### src/rtl/aoc_pkg.sv
// ----------------------------------------------------------------------------
// aoc_pkg: shared types and constants for the airspeed offset/convert unit
// Sample count, widths, register indexes and controller states.
// ----------------------------------------------------------------------------
package aoc_pkg;

    localparam int SAMPLES      = 64;
    localparam int IDX_W        = (SAMPLES > 1) ? $clog2(SAMPLES) : 1;
    localparam int CNT_W        = $clog2(SAMPLES + 1);
    localparam int DROP         = (SAMPLES > 10) ? SAMPLES / 4 : 0;
    localparam int KEPT         = SAMPLES - 2 * DROP;
    localparam int SUM_W        = 16 + CNT_W;
    localparam int STEP_W       = $clog2(KEPT + 25);
    localparam int ADDR_W       = 4;

    // reciprocal of KEPT, exact for every sum that fits in SUM_W bits
    localparam int RECIP_SH     = SUM_W + $clog2(KEPT);
    localparam longint unsigned RECIP =
        ((64'd1 << RECIP_SH) + 64'(KEPT) - 64'd1) / 64'(KEPT);
    localparam int PROD_W       = 2 * SUM_W + 2;

    localparam logic [ADDR_W-1:0] ADDR_SCALE = 4'd0;
    localparam logic [ADDR_W-1:0] ADDR_OMIN  = 4'd4;
    localparam logic [ADDR_W-1:0] ADDR_OMAX  = 4'd8;

    typedef enum logic [3:0] {
        ST_CALIB,
        ST_SORT_RD,
        ST_SORT_CMP,
        ST_SUM,
        ST_DIV,
        ST_RUN,
        ST_SQRT,
        ST_OUT
    } state_t;

    // controller to datapath
    typedef struct packed {
        logic store;      // write sample into store
        logic sort_init;  // start selection sort pass
        logic sort_rd;    // read pair for sort
        logic sort_step;  // compare/swap and advance
        logic sum_init;
        logic sum_step;
        logic div_init;
        logic div_step;
        logic sqrt_init;
        logic sqrt_step;
        logic out_load;
    } cmd_t;

    // datapath to controller
    typedef struct packed {
        logic full;
        logic sort_done;
        logic sum_done;
        logic div_done;
        logic sqrt_done;
    } stat_t;

endpackage

### src/rtl/aoc_stream_if.sv
// ----------------------------------------------------------------------------
// aoc_stream_if: valid/ready channel interfaces
// Input samples and output results.
// ----------------------------------------------------------------------------
interface aoc_in_if;
    logic        valid;
    logic        ready;
    logic [15:0] raw_sample;
    modport source (output valid, output raw_sample, input ready);
    modport sink   (input valid, input raw_sample, output ready);
endinterface

interface aoc_out_if;
    logic        valid;
    logic        ready;
    logic [15:0] speed_fixed;
    logic [15:0] zero_offset;
    modport source (output valid, output speed_fixed, output zero_offset, input ready);
    modport sink   (input valid, input speed_fixed, input zero_offset, output ready);
endinterface

### src/rtl/aoc_datapath.sv
// ----------------------------------------------------------------------------
// aoc_datapath: sample store, sorter, summer, mean and square root
// One add or root bit per cycle, each compare/swap after a pair read; the mean by reciprocal multiply.
// ----------------------------------------------------------------------------
module aoc_datapath
(
    input  logic                   clk,
    input  logic                   rst_n,
    input  aoc_pkg::cmd_t          cmd,
    output aoc_pkg::stat_t         stat,
    input  logic [15:0]            raw_sample,
    input  logic [15:0]            value_scale,
    input  logic [15:0]            offset_min,
    input  logic [15:0]            offset_max,
    output logic [15:0]            speed_fixed,
    output logic [15:0]            zero_offset
);

    logic [15:0] mem [aoc_pkg::SAMPLES];
    logic [aoc_pkg::CNT_W-1:0] count_reg;
    logic [aoc_pkg::IDX_W-1:0] i_reg, j_reg;
    logic [15:0] a_reg, b_reg;
    logic [aoc_pkg::SUM_W-1:0] sum_reg;
    logic [15:0] quo_reg;
    logic        quo_valid_reg;
    logic [aoc_pkg::STEP_W-1:0] step_reg;
    logic [15:0] offset_reg;
    logic [15:0] raw_reg;
    logic [31:0] sq_reg;
    logic [47:0] v_reg;
    logic [23:0] root_reg;
    logic [25:0] trial_rem_reg;
    logic [15:0] speed_reg;
    logic        sort_done_reg;
    logic [aoc_pkg::PROD_W-1:0] prod;
    logic [25:0] rem_try;
    logic [25:0] trial;

    localparam logic [aoc_pkg::IDX_W-1:0] LAST = aoc_pkg::IDX_W'(aoc_pkg::SAMPLES - 1);

    // sample store and sorter (selection sort over index pairs i<j)
    always_ff @(posedge clk)
    begin
        if (cmd.store)
        begin
            mem[count_reg[aoc_pkg::IDX_W-1:0]] <= raw_sample;
        end
        if (cmd.sort_step && b_reg < a_reg)
        begin
            mem[i_reg] <= b_reg;
            mem[j_reg] <= a_reg;
        end
        if (cmd.sort_rd)
        begin
            a_reg <= mem[i_reg];
            b_reg <= mem[j_reg];
        end
        else if (cmd.sum_step)
        begin
            a_reg <= mem[i_reg];
        end
    end

    // indexes, counters and flags
    always_ff @(posedge clk or negedge rst_n)
    begin
        if (!rst_n)
        begin
            count_reg     <= '0;
            i_reg         <= '0;
            j_reg         <= '0;
            sort_done_reg <= 1'b0;
            step_reg      <= '0;
            quo_valid_reg <= 1'b0;
        end
        else
        begin
            if (cmd.store)
            begin
                count_reg <= count_reg + 1'b1;
            end
            if (cmd.sort_init)
            begin
                i_reg         <= '0;
                j_reg         <= aoc_pkg::IDX_W'(1);
                sort_done_reg <= (aoc_pkg::SAMPLES < 2);
            end
            if (cmd.sort_step)
            begin
                if (j_reg == LAST)
                begin
                    if (i_reg == LAST - aoc_pkg::IDX_W'(1))
                    begin
                        sort_done_reg <= 1'b1;
                    end
                    i_reg <= i_reg + aoc_pkg::IDX_W'(1);
                    j_reg <= i_reg + aoc_pkg::IDX_W'(2);
                end
                else
                begin
                    j_reg <= j_reg + aoc_pkg::IDX_W'(1);
                end
            end
            if (cmd.sum_init)
            begin
                i_reg    <= aoc_pkg::IDX_W'(aoc_pkg::DROP);
                step_reg <= '0;
            end
            if (cmd.sum_step)
            begin
                i_reg    <= i_reg + aoc_pkg::IDX_W'(1);
                step_reg <= step_reg + 1'b1;
            end
            if (cmd.div_init)
            begin
                quo_valid_reg <= 1'b1;
            end
            if (cmd.div_step)
            begin
                quo_valid_reg <= 1'b0;
            end
            if (cmd.sqrt_init)
            begin
                step_reg <= '0;
            end
            if (cmd.sqrt_step)
            begin
                step_reg <= step_reg + 1'b1;
            end
        end
    end

    // summing the kept window, a_reg holds mem[i] registered at the step before
    always_ff @(posedge clk)
    begin
        if (cmd.sum_init)
        begin
            sum_reg <= '0;
        end
        else if (cmd.sum_step && step_reg != aoc_pkg::STEP_W'(0))
        begin
            sum_reg <= sum_reg + aoc_pkg::SUM_W'(a_reg);
        end
    end

    // mean by multiplying with the reciprocal of the kept count
    assign prod = aoc_pkg::PROD_W'(sum_reg) * aoc_pkg::PROD_W'(aoc_pkg::RECIP);

    always_ff @(posedge clk)
    begin
        if (cmd.div_init)
        begin
            quo_reg <= prod[aoc_pkg::RECIP_SH +: 16];
        end
    end

    // clamp the mean into offset range
    always_ff @(posedge clk or negedge rst_n)
    begin
        if (!rst_n)
        begin
            offset_reg <= '0;
        end
        else if (quo_valid_reg && cmd.div_step)
        begin
            if (quo_reg < offset_min)
            begin
                offset_reg <= offset_min;
            end
            else if (quo_reg > offset_max)
            begin
                offset_reg <= offset_max;
            end
            else
            begin
                offset_reg <= quo_reg;
            end
        end
    end

    // running stage: square, then bitwise root of scale^2 * diff
    assign trial   = {root_reg, 2'b01};
    assign rem_try = {trial_rem_reg[23:0], v_reg[47:46]};

    always_ff @(posedge clk)
    begin
        if (cmd.sqrt_init)
        begin
            raw_reg       <= raw_sample;
            sq_reg        <= 32'(value_scale) * 32'(value_scale);
            v_reg         <= '0;
            root_reg      <= '0;
            trial_rem_reg <= '0;
        end
        else if (cmd.sqrt_step)
        begin
            if (step_reg == aoc_pkg::STEP_W'(0))
            begin
                v_reg <= (raw_reg >= offset_reg)
                         ? 48'(sq_reg) * 48'(raw_reg - offset_reg) : 48'd0;
            end
            else
            begin
                v_reg <= {v_reg[45:0], 2'b00};
                if (rem_try >= trial)
                begin
                    trial_rem_reg <= rem_try - trial;
                    root_reg      <= {root_reg[22:0], 1'b1};
                end
                else
                begin
                    trial_rem_reg <= rem_try;
                    root_reg      <= {root_reg[22:0], 1'b0};
                end
            end
        end
        if (cmd.out_load)
        begin
            speed_reg <= (root_reg[23:16] != 8'd0) ? 16'hFFFF : root_reg[15:0];
        end
    end

    assign stat.full      = (count_reg == aoc_pkg::CNT_W'(aoc_pkg::SAMPLES));
    assign stat.sort_done = sort_done_reg;
    assign stat.sum_done  = (step_reg == aoc_pkg::STEP_W'(aoc_pkg::KEPT));
    assign stat.div_done  = quo_valid_reg;
    assign stat.sqrt_done = (step_reg == aoc_pkg::STEP_W'(24));
    assign speed_fixed    = speed_reg;
    assign zero_offset    = offset_reg;

endmodule

### src/rtl/aoc_ctrl.sv
// ----------------------------------------------------------------------------
// aoc_ctrl: sequencer for calibration and conversion
// Steps sort, sum, mean and square root, and owns the handshakes.
// ----------------------------------------------------------------------------
module aoc_ctrl
(
    input  logic            clk,
    input  logic            rst_n,
    input  logic            in_valid,
    output logic            in_ready,
    output logic            out_valid,
    input  logic            out_ready,
    input  aoc_pkg::stat_t  stat,
    output aoc_pkg::cmd_t   cmd
);

    aoc_pkg::state_t state_reg, state_next;
    logic out_valid_reg, out_valid_next;

    always_ff @(posedge clk or negedge rst_n)
    begin
        if (!rst_n)
        begin
            state_reg     <= aoc_pkg::ST_CALIB;
            out_valid_reg <= 1'b0;
        end
        else
        begin
            state_reg     <= state_next;
            out_valid_reg <= out_valid_next;
        end
    end

    always_comb
    begin
        state_next     = state_reg;
        out_valid_next = out_valid_reg;
        cmd            = '0;
        in_ready       = 1'b0;
        if (out_valid_reg && out_ready)
        begin
            out_valid_next = 1'b0;
        end
        unique case (state_reg)
            aoc_pkg::ST_CALIB:
            begin
                in_ready = 1'b1;
                if (in_valid)
                begin
                    if (stat.full)
                    begin
                        cmd.sort_init = 1'b1;
                        state_next    = aoc_pkg::ST_SORT_RD;
                    end
                    else
                    begin
                        cmd.store = 1'b1;
                    end
                end
            end
            aoc_pkg::ST_SORT_RD:
            begin
                if (stat.sort_done)
                begin
                    cmd.sum_init = 1'b1;
                    state_next   = aoc_pkg::ST_SUM;
                end
                else
                begin
                    cmd.sort_rd = 1'b1;
                    state_next  = aoc_pkg::ST_SORT_CMP;
                end
            end
            aoc_pkg::ST_SORT_CMP:
            begin
                cmd.sort_step = 1'b1;
                state_next    = aoc_pkg::ST_SORT_RD;
            end
            aoc_pkg::ST_SUM:
            begin
                cmd.sum_step = 1'b1;
                if (stat.sum_done)
                begin
                    state_next = aoc_pkg::ST_DIV;
                end
            end
            // mean on entry, clamp into the offset on the next cycle
            aoc_pkg::ST_DIV:
            begin
                if (stat.div_done)
                begin
                    cmd.div_step = 1'b1;
                    state_next   = aoc_pkg::ST_RUN;
                end
                else
                begin
                    cmd.div_init = 1'b1;
                end
            end
            aoc_pkg::ST_RUN:
            begin
                in_ready = 1'b1;
                if (in_valid)
                begin
                    cmd.sqrt_init = 1'b1;
                    state_next    = aoc_pkg::ST_SQRT;
                end
            end
            aoc_pkg::ST_SQRT:
            begin
                cmd.sqrt_step = 1'b1;
                if (stat.sqrt_done)
                begin
                    state_next = aoc_pkg::ST_OUT;
                end
            end
            // wait here while the previous result is still held
            aoc_pkg::ST_OUT:
            begin
                if (!out_valid_reg || out_ready)
                begin
                    cmd.out_load   = 1'b1;
                    out_valid_next = 1'b1;
                    state_next     = aoc_pkg::ST_RUN;
                end
            end
            default:
            begin
                state_next = aoc_pkg::ST_CALIB;
            end
        endcase
    end

    assign out_valid = out_valid_reg;

    // a result is never raised while the root is still running
    property p_out_after_sqrt;
        @(posedge clk) disable iff (!rst_n)
        $rose(out_valid_reg) |-> $past(state_reg) == aoc_pkg::ST_OUT;
    endproperty
    assert property (p_out_after_sqrt) else $error("result raised outside output step");

    property p_no_input_in_sort;
        @(posedge clk) disable iff (!rst_n)
        (state_reg == aoc_pkg::ST_SORT_RD || state_reg == aoc_pkg::ST_SUM) |-> !in_ready;
    endproperty
    assert property (p_no_input_in_sort) else $error("input taken during calibration math");

    property p_single_pending;
        @(posedge clk) disable iff (!rst_n)
        out_valid_reg && !out_ready |=> out_valid_reg;
    endproperty
    assert property (p_single_pending) else $error("pending result dropped");

endmodule

### src/rtl/airspeed_offset_calibrate_and_convert_unit.sv
// ----------------------------------------------------------------------------
// airspeed_offset_calibrate_and_convert_unit: trimmed-mean zero offset and
// square-root airspeed conversion
// ----------------------------------------------------------------------------
// calibrating: samples are stored as accepted; the closing sample starts a
//   sort that reads each pair before its compare/swap, then sums the kept
//   window and takes the mean and the clamp
// running: a new sample is taken only once the last result is loaded for
//   output; each result comes from a bit-serial square root (25 steps)
// reset: asynchronous, clears to calibrating with the register file at its defaults
module airspeed_offset_calibrate_and_convert_unit
(
    input  logic                          clk,
    input  logic                          rst_n,
    aoc_in_if.sink                        in_ch,
    aoc_out_if.source                     out_ch,
    input  logic                          psel,
    input  logic                          penable,
    input  logic                          pwrite,
    input  logic [aoc_pkg::ADDR_W-1:0]    paddr,
    input  logic [31:0]                   pwdata,
    output logic [31:0]                   prdata,
    output logic                          pready
);

    logic [15:0] value_scale_reg, offset_min_reg, offset_max_reg;
    aoc_pkg::cmd_t  cmd;
    aoc_pkg::stat_t stat;

    // register file
    always_ff @(posedge clk or negedge rst_n)
    begin
        if (!rst_n)
        begin
            value_scale_reg <= 16'd256;
            offset_min_reg  <= 16'd0;
            offset_max_reg  <= 16'hFFFF;
        end
        else if (psel && penable && pwrite)
        begin
            unique case (paddr)
                aoc_pkg::ADDR_SCALE: value_scale_reg <= pwdata[15:0];
                aoc_pkg::ADDR_OMIN:  offset_min_reg  <= pwdata[15:0];
                aoc_pkg::ADDR_OMAX:  offset_max_reg  <= pwdata[15:0];
                default: ;
            endcase
        end
    end

    always_comb
    begin
        unique case (paddr)
            aoc_pkg::ADDR_SCALE: prdata = {16'd0, value_scale_reg};
            aoc_pkg::ADDR_OMIN:  prdata = {16'd0, offset_min_reg};
            aoc_pkg::ADDR_OMAX:  prdata = {16'd0, offset_max_reg};
            default:             prdata = 32'd0;
        endcase
    end

    assign pready = 1'b1;

    aoc_ctrl u_ctrl
    (
        .clk       (clk),
        .rst_n     (rst_n),
        .in_valid  (in_ch.valid),
        .in_ready  (in_ch.ready),
        .out_valid (out_ch.valid),
        .out_ready (out_ch.ready),
        .stat      (stat),
        .cmd       (cmd)
    );

    aoc_datapath u_dp
    (
        .clk         (clk),
        .rst_n       (rst_n),
        .cmd         (cmd),
        .stat        (stat),
        .raw_sample  (in_ch.raw_sample),
        .value_scale (value_scale_reg),
        .offset_min  (offset_min_reg),
        .offset_max  (offset_max_reg),
        .speed_fixed (out_ch.speed_fixed),
        .zero_offset (out_ch.zero_offset)
    );

endmodule

### src/flat_wrapper.sv
// flat-port wrapper written by rule: the top's interface ports become plain ports
module airspeed_offset_calibrate_and_convert_unit_flat 
  (clk, rst_n, psel, penable, pwrite, paddr, pwdata, prdata, pready, in_ch_valid, in_ch_raw_sample, in_ch_ready, out_ch_valid, out_ch_speed_fixed, out_ch_zero_offset, out_ch_ready);
  aoc_in_if in_ch_i ();
  aoc_out_if out_ch_i ();
  input  logic clk;
  input  logic rst_n;
  input  logic psel;
  input  logic penable;
  input  logic pwrite;
  input  logic [aoc_pkg::ADDR_W-1:0] paddr;
  input  logic [31:0] pwdata;
  output logic [31:0] prdata;
  output logic pready;
  input wire logic [$bits(in_ch_i.valid)-1:0] in_ch_valid;
  input wire logic [$bits(in_ch_i.raw_sample)-1:0] in_ch_raw_sample;
  output wire logic [$bits(in_ch_i.ready)-1:0] in_ch_ready;
  output wire logic [$bits(out_ch_i.valid)-1:0] out_ch_valid;
  output wire logic [$bits(out_ch_i.speed_fixed)-1:0] out_ch_speed_fixed;
  output wire logic [$bits(out_ch_i.zero_offset)-1:0] out_ch_zero_offset;
  input wire logic [$bits(out_ch_i.ready)-1:0] out_ch_ready;
  assign in_ch_i.valid = in_ch_valid;
  assign in_ch_i.raw_sample = in_ch_raw_sample;
  assign in_ch_ready = in_ch_i.ready;
  assign out_ch_valid = out_ch_i.valid;
  assign out_ch_speed_fixed = out_ch_i.speed_fixed;
  assign out_ch_zero_offset = out_ch_i.zero_offset;
  assign out_ch_i.ready = out_ch_ready;
  airspeed_offset_calibrate_and_convert_unit u_core (.clk(clk), .rst_n(rst_n), .in_ch(in_ch_i), .out_ch(out_ch_i), .psel(psel), .penable(penable), .pwrite(pwrite), .paddr(paddr), .pwdata(pwdata), .prdata(prdata), .pready(pready));
endmodule
### config.mk
export PLATFORM = sky130hd
export DESIGN_NAME = airspeed_offset_calibrate_and_convert_unit_flat
export DESIGN_NICKNAME = d
export VERILOG_FILES = /design/src/rtl/aoc_pkg.sv /design/src/rtl/aoc_stream_if.sv /design/src/rtl/aoc_datapath.sv /design/src/rtl/aoc_ctrl.sv /design/src/rtl/airspeed_offset_calibrate_and_convert_unit.sv /design/src/flat_wrapper.sv
export SDC_FILE = /design/constraint.sdc
export NUM_CORES = 2
export LEC_CHECK = 0
export BUFFER_PORTS_ARGS = -buffer_cell sky130_fd_sc_hd__buf_4
export CORE_MARGIN = 10
export CORE_UTILIZATION = 35
export CTS_CLUSTER_SIZE = 30
export DETAILED_ROUTE_END_ITERATION = 10
export PLACE_DENSITY = 0.6
export SKIP_CTS_REPAIR_TIMING = 1
export SYNTH_ARGS = -nofsm -noshare
export SYNTH_HDL_FRONTEND = slang
export SYNTH_SLANG_ARGS = --single-unit
### constraint.sdc
create_clock -name clk -period 10.5 [get_ports clk]
set_input_delay 0 -clock clk [delete_from_list [all_inputs] [get_ports clk]]
set_output_delay 0 -clock clk [all_outputs]
set_load 0.01 [all_outputs]
# After elaboration in Yosys (flattened, before gate mapping)
# Memories as Yosys holds them, arrays and structs flattened. A register that Yosys moved wholly into a read port is not among the register bits.
# Cells that the tools add are included.
dict set report classes {
  addsub 8
  mul 2
  order_cmp 5
  n_eq_ne 21
  muxes 65
  n_bitwise 1
  reduce_logical 24
}
# operator n
set ops {}
lappend ops {{$mux 48} 2}
lappend ops {{$mux 16} 5}
lappend ops {{$mux 6} 13}
lappend ops {{$mul 33x17->48} 1}
lappend ops {{$pmux 16 s3} 1}
lappend ops {{$lt 16x16->1} 2}
lappend ops {{$mul 16x16->32} 1}
lappend ops {{$mux 1} 32}
lappend ops {{$pmux 4 s8} 1}
lappend ops {{$mux 4} 7}
lappend ops {{$ge 26x26->1} 1}
lappend ops {{$mux 24} 1}
lappend ops {{$sub 24x24->24} 1}
lappend ops {{$add 23x16->23} 1}
lappend ops {{$eq 4x3->1 const B} 5}
lappend ops {{$add 6x1->6 const B} 3}
lappend ops {{$eq 6x6->1 const B} 3}
lappend ops {{$sub 16x16->17} 1}
lappend ops {{$ge 16x16->1} 1}
lappend ops {{$gt 16x16->1} 1}
lappend ops {{$reduce_or 16->1} 1}
lappend ops {{$eq 4x2->1 const B} 2}
lappend ops {{$logic_not 4->1} 2}
lappend ops {{$ne 2x2->1 const B} 4}
lappend ops {{20 further kinds} 34}
dict set report word_totals {
  regBits 311
  mem_bits_rw 1024
  inputBits 59
  out_inout_bits 67
  wordCells 148
  memories 1
}
# memory words word_bits read_ports rd_clocked_by_memory_dff write_ports line_no
set mem_list {}
lappend mem_list {u_core.u_dp.mem 64 16 2 1 2 aoc_datapath.sv:19} ;# logic [15:0] mem [aoc_pkg::SAMPLES];

# Longest topological paths before layout
dict set report depth {
  depth_word 9
  mapped_depth 35
  ltp_nobuf 34
}

# Cells and area by module
# Synthesis repeated with hierarchy kept, for this count alone.
dict set report hier_totals {
  cells_unflattened 11079
  area_unflattened_um2 109790.3
}
# mod instances cells_per_inst area_per_inst_um2
set modules_own_cells {}
lappend modules_own_cells {aoc_datapath 1 10875 107154.0}
lappend modules_own_cells {airspeed_offset_calibrate_and_convert_unit 1 162 2284.7}
lappend modules_own_cells {aoc_ctrl 1 42 351.6}

# Least setup slack after synthesis
# Ideal clock, no wire load.
dict set report synth_path {
  path_kind {register to register}
  startpoint {register u_core.u_dp.offset_reg[2], in the netlist u_core.u_dp.zero_offset[2]}
  endpoint {register u_core.u_dp.v_reg[36]}
  setup_time_ps 219
  arrival_time_ps 7745
  required_time_ps 10281
  slack_ps 2535
  path_stages_with_launch 34
  synth_period_minus_slack_ps 7965
  path_cell_list {dfrtp_1 > inv_1 > ha_1 > nor2b_1 > o21ai_0 > nand2b_1 > a221oi_1 > o21bai_1 > a21oi_1 > xnor2_1 > clkbuf_1 > nand2_1 > fa_1 > inv_1 > fa_1 > inv_1 > fa_1 > inv_1 > fa_1 > fa_1 > inv_1 > fa_1 > inv_1 > ha_1 > a21o_1 > a31o_2 > a41oi_2 > a21oi_1 > and3_1 > a311o_1 > and3_1 > a31oi_1 > mux2i_1 > a21oi_1}
}
dict set report synth_via {
  elab_chain_len 4
  elab_cells_between_ends 5
}
# item line_no
set synth_rtl {}
lappend synth_rtl {{start, declared} aoc_datapath.sv:27} ;# logic [15:0] offset_reg;
lappend synth_rtl {{start signal, assigned} aoc_datapath.sv:168} ;# offset_reg <= offset_min;
lappend synth_rtl {{start signal, assigned} aoc_datapath.sv:172} ;# offset_reg <= offset_max;
lappend synth_rtl {{start signal, assigned} aoc_datapath.sv:176} ;# offset_reg <= quo_reg;
lappend synth_rtl {{$sub 16x16->17} aoc_datapath.sv:200} ;# ? 48'(sq_reg) * 48'(raw_reg - offset_reg) : 48'd0;
lappend synth_rtl {{$mul 33x17->48} aoc_datapath.sv:200}
lappend synth_rtl {{$mux 48 *} aoc_datapath.sv:200}
lappend synth_rtl {{$mux 48 *} aoc_datapath.sv:197} ;# if (step_reg == aoc_pkg::STEP_W'(0))
lappend synth_rtl {{end signal, assigned} aoc_datapath.sv:199} ;# v_reg <= (raw_reg >= offset_reg)
lappend synth_rtl {{end signal, assigned} aoc_datapath.sv:204} ;# v_reg <= {v_reg[45:0], 2'b00};
lappend synth_rtl {{end, declared} aoc_datapath.sv:30} ;# logic [47:0] v_reg;
# Every way passes the cells marked *; elsewhere a longest branch is shown, timed or not.
# A chain may end at the register's enable or synchronous reset.

# Worst setup path in the final report
dict set report layout_path {
  startpoint {register u_core.u_dp.offset_reg[2], in the netlist u_core.u_dp.zero_offset[2]}
  endpoint {register u_core.u_dp.v_reg[47]}
}
# Same word-level chain as after synthesis.

==> impl_metrics.csv <==
group,metric,value,unit
outcome,status,"finished with violations",
outcome,violations,"hold timing, capacitance limit, slew limit",
floorplan,core,283000,µm²
placed_design,dp_hpwl,229000,µm
timing,fmax,108,MHz
floorplan,fp.dieW,554,µm
yosys,synth_seq_cells,1347,
placed_design,portBuffers,92,
yosys,synth_commonest_cells,"edfxtp_1, mux2_2, inv_1",
timing,slew_viol_final,2,
setup_path,worst_path_max_delay_cell,"a221oi_1",
yosys,synth_most_common_cell,"edfxtp_1",
setup_path,crit_fanout,31,
yosys,synth_area,99700,µm²
setup_path,slowest_delay,0.63,ns
grt,grt_use_total,22.2,%
clock_network,cts_buffer_depth,4,
placed_design,numPlacedInstances,12100,
floorplan,rows,195,
grt,grt_first_pass_wirelength,514000,µm
setup_path,critPathCaptureType,"flip-flop",
clock_network,htreeDepth,4,
final_layout,drive_above_1_share,22.7,%
clock_network,cts_root_buf,"clkbuf_16",
drt,vias,74600,
final_layout,largest_reg_flops,1024,
timing,hold_viol,1,
final_layout,num-fill-cells,27300,
yosys,avgSynthCellArea,11.4,µm²
grt,overflow,0,
timing,max_slew_margin,-3.81,%
yosys,synth_area_leaders,"edfxtp_1, fa_1, mux2_2",
clock_network,cts_buffers,152,
setup_path,cp-start-kind,"flip-flop",
floorplan,dieArea,307000,µm²
setup_path,required,11.13,ns
timing,skew,0.0998,ns
drt,ant_nets,0,
timing,worstMarginPinSlew,1.54,ns
yosys,synth_ff_type,"edfxtp_1",
clock_network,tritoncts,"yes",
yosys,ys_types,82,
setup_path,crit_path_frequent_cell,"fa_1",
drt,wl,355000,µm
floorplan,die_h,554,µm
clock_network,clk_pin_slew,0.06,ns
yosys,synth_cells,8750,
yosys,netlist.area_leader.share,34.2,%
final_layout,area.growth.synth_to_final,9.69,%
yosys,ys_async_sr_fraction,7.05,%
final_layout,instances_no_fill,12400,
drt,initialDrtViolationCount,10300,
clock_network,clock_sinks,1347,
floorplan,pin_count,126,
yosys,ys.warnings.count,0,
timing,whs,-0.000824,ns
setup_path,crit_type,"flip-flop to flip-flop",
timing,setup_viol,0,
drt,drt-vias-per-instance,6.02,
drt,drc_errors,0,
flow_run,max_cap_viol_count,1,
min_path,hold_path.class,"input pin to flip-flop",
floorplan,start_util,35.2,%
grt,grt_pass1_vias,74800,
grt,grt_max_degree,111,
timing,rsz0062_at_grt,"no",
drt,wl_per_cell,28.6,µm
final_layout,seqCellArea,38800,µm²
placed_design,place_congestion,0.953,
final_layout,fin_nets,9565,
setup_path,cp_data_arrival_time,9.85,ns
yosys,synth-seq-area-share,38.9,%
grt,antenna_found_initial,9,
timing,fin_setup_tns,0,ns
timing,period_share,87.8,%
clock_network,clk_latency,0.86,ns
final_layout,multi_input_area,55100,µm²
timing,fin_crit,9.22,ns
yosys,synth_edf_count,1135,
drt,firstDrtPassIters,8,
yosys,yosysTopAreaCell,"edfxtp_1",
==> logic make-up after synthesis <==
group | count (synthesis) | share of synthesized area (%)
xor gates and xnor gates | 124 | 1.09
muxes | 1429 | 18.2
and+or+nand+nor | 1589 | 7.65
DFF | 1347 | 38.9
adders and majority gates | 973 | 16.8
buffers and inverters | 1690 | 6.56
other | 2 | 0.00753
AOI/OAI and AO/OA | 1596 | 10.8
==> layout make-up <==
type	instances	area share, %
clock inverter	72	0.543
sequential	1347	35.5
inverter	956	3.28
antenna	4	0.00915
timing repair buffer	335	2.48
tap	3743	4.28
clock buffer	182	3.59
multi-input combinational	5741	50.3
==> metrics by stage <==
stage               worst slack, ns  area (µm²)  hold slack (ns)  util, %
detailed placement             1.44      104000           0.0831     36.9
finish                         1.28      109000        -0.000824     38.7
global route                  0.674      109000        -0.000315     38.7
floorplan                      2.54       99800           -0.296        -
global placement               1.41      104000           0.0783     36.9
CTS                            1.36      109000           -0.774     38.5
==> per-layer routing <==
| metal | share of wire [%] | global-route usage (%) | vias up | routed length (µm) |
|---|---|---|---|---|
| met3 | 12 | 5.97 | 1020 | 41200 |
| met5 | 0.015 | 0.123 | - | 54 |
| met4 | 6.5 | 12.2 | 4 | 23200 |
| met2 | 45 | 34.4 | 4718 | 158000 |
| li1 | - | - | 31000 | - |
| met1 | 37 | 28.1 | 37800 | 132000 |
==> final timing paths <==
| check | from | endpoint | slack, ns | cells past startpoint |
|---|---|---|---|---|
| max reg2reg | u_core.u_dp.zero_offset[2] | u_core.u_dp.v_reg[47] | 1.28 | 31 |
| max | u_core.u_dp.zero_offset[2] | u_core.u_dp.v_reg[47] | 1.28 | 31 |
| min | in_ch_raw_sample[13] | u_core.u_dp.raw_reg[13] | -0.0008 | 2 |
| max in group asynchronous | rst_n | u_core.u_dp.zero_offset[1] | 9.54 | 4 |
| min reg2reg | u_core.u_dp.sum_reg[3] | u_core.u_dp.sum_reg[3] | 0.46 | 2 |
| min in group asynchronous | rst_n | u_core.u_ctrl.out_valid | 0.29 | 4 |
==> placed cells by master (no fill, tap or decap), types with 36 or more instances in the layout <==
master / netlist / final
edfxtp_1: 1135 / 1135
mux2_2: 1033 / 1033
inv_1: 954 / 953
nand2_1: 695 / 678
fa_1: 612 / 612
a22oi_1: 454 / 454
ha_1: 361 / 361
buf_4: 23 / 290
a21oi_1: 279 / 278
o21ai_0: 285 / 220
mux4_2: 201 / 201
mux2i_1: 195 / 195
and2_1: 162 / 162
nor2_1: 163 / 159
clkbuf_16: 0 / 152
nand4_1: 117 / 117
dfxtp_1: 117 / 117
nand3_1: 117 / 116
a21o_1: 82 / 82
nor2b_1: 81 / 79
dfrtp_1: 78 / 74
xnor2_1: 81 / 72
nand2_2: 55 / 70
o21ai_2: 1 / 65
a31oi_1: 64 / 63
a221oi_1: 60 / 60
nor3_1: 64 / 59
a211oi_1: 57 / 57
a22o_1: 54 / 54
o22ai_1: 52 / 52
o221ai_1: 44 / 44
xor2_1: 43 / 38
dlygate4sd3_1: 0 / 37
and3_1: 37 / 36
==> worst max-delay path, delay by kind of cell, from the launching register on <==
| kind | cells | cell delay, ns |
|---|---|---|
| compound gates | 13 | 3.69 |
| xor+xnor | 2 | 0.31 |
| fa+ha+maj | 8 | 3.50 |
| buf+inv | 4 | 0.54 |
| flops | 1 | 0.35 |
| simple gates | 4 | 0.64 |
Power is not shown: default switching activity piles up to over one toggle a cycle in this logic, so the estimate is an artifact.
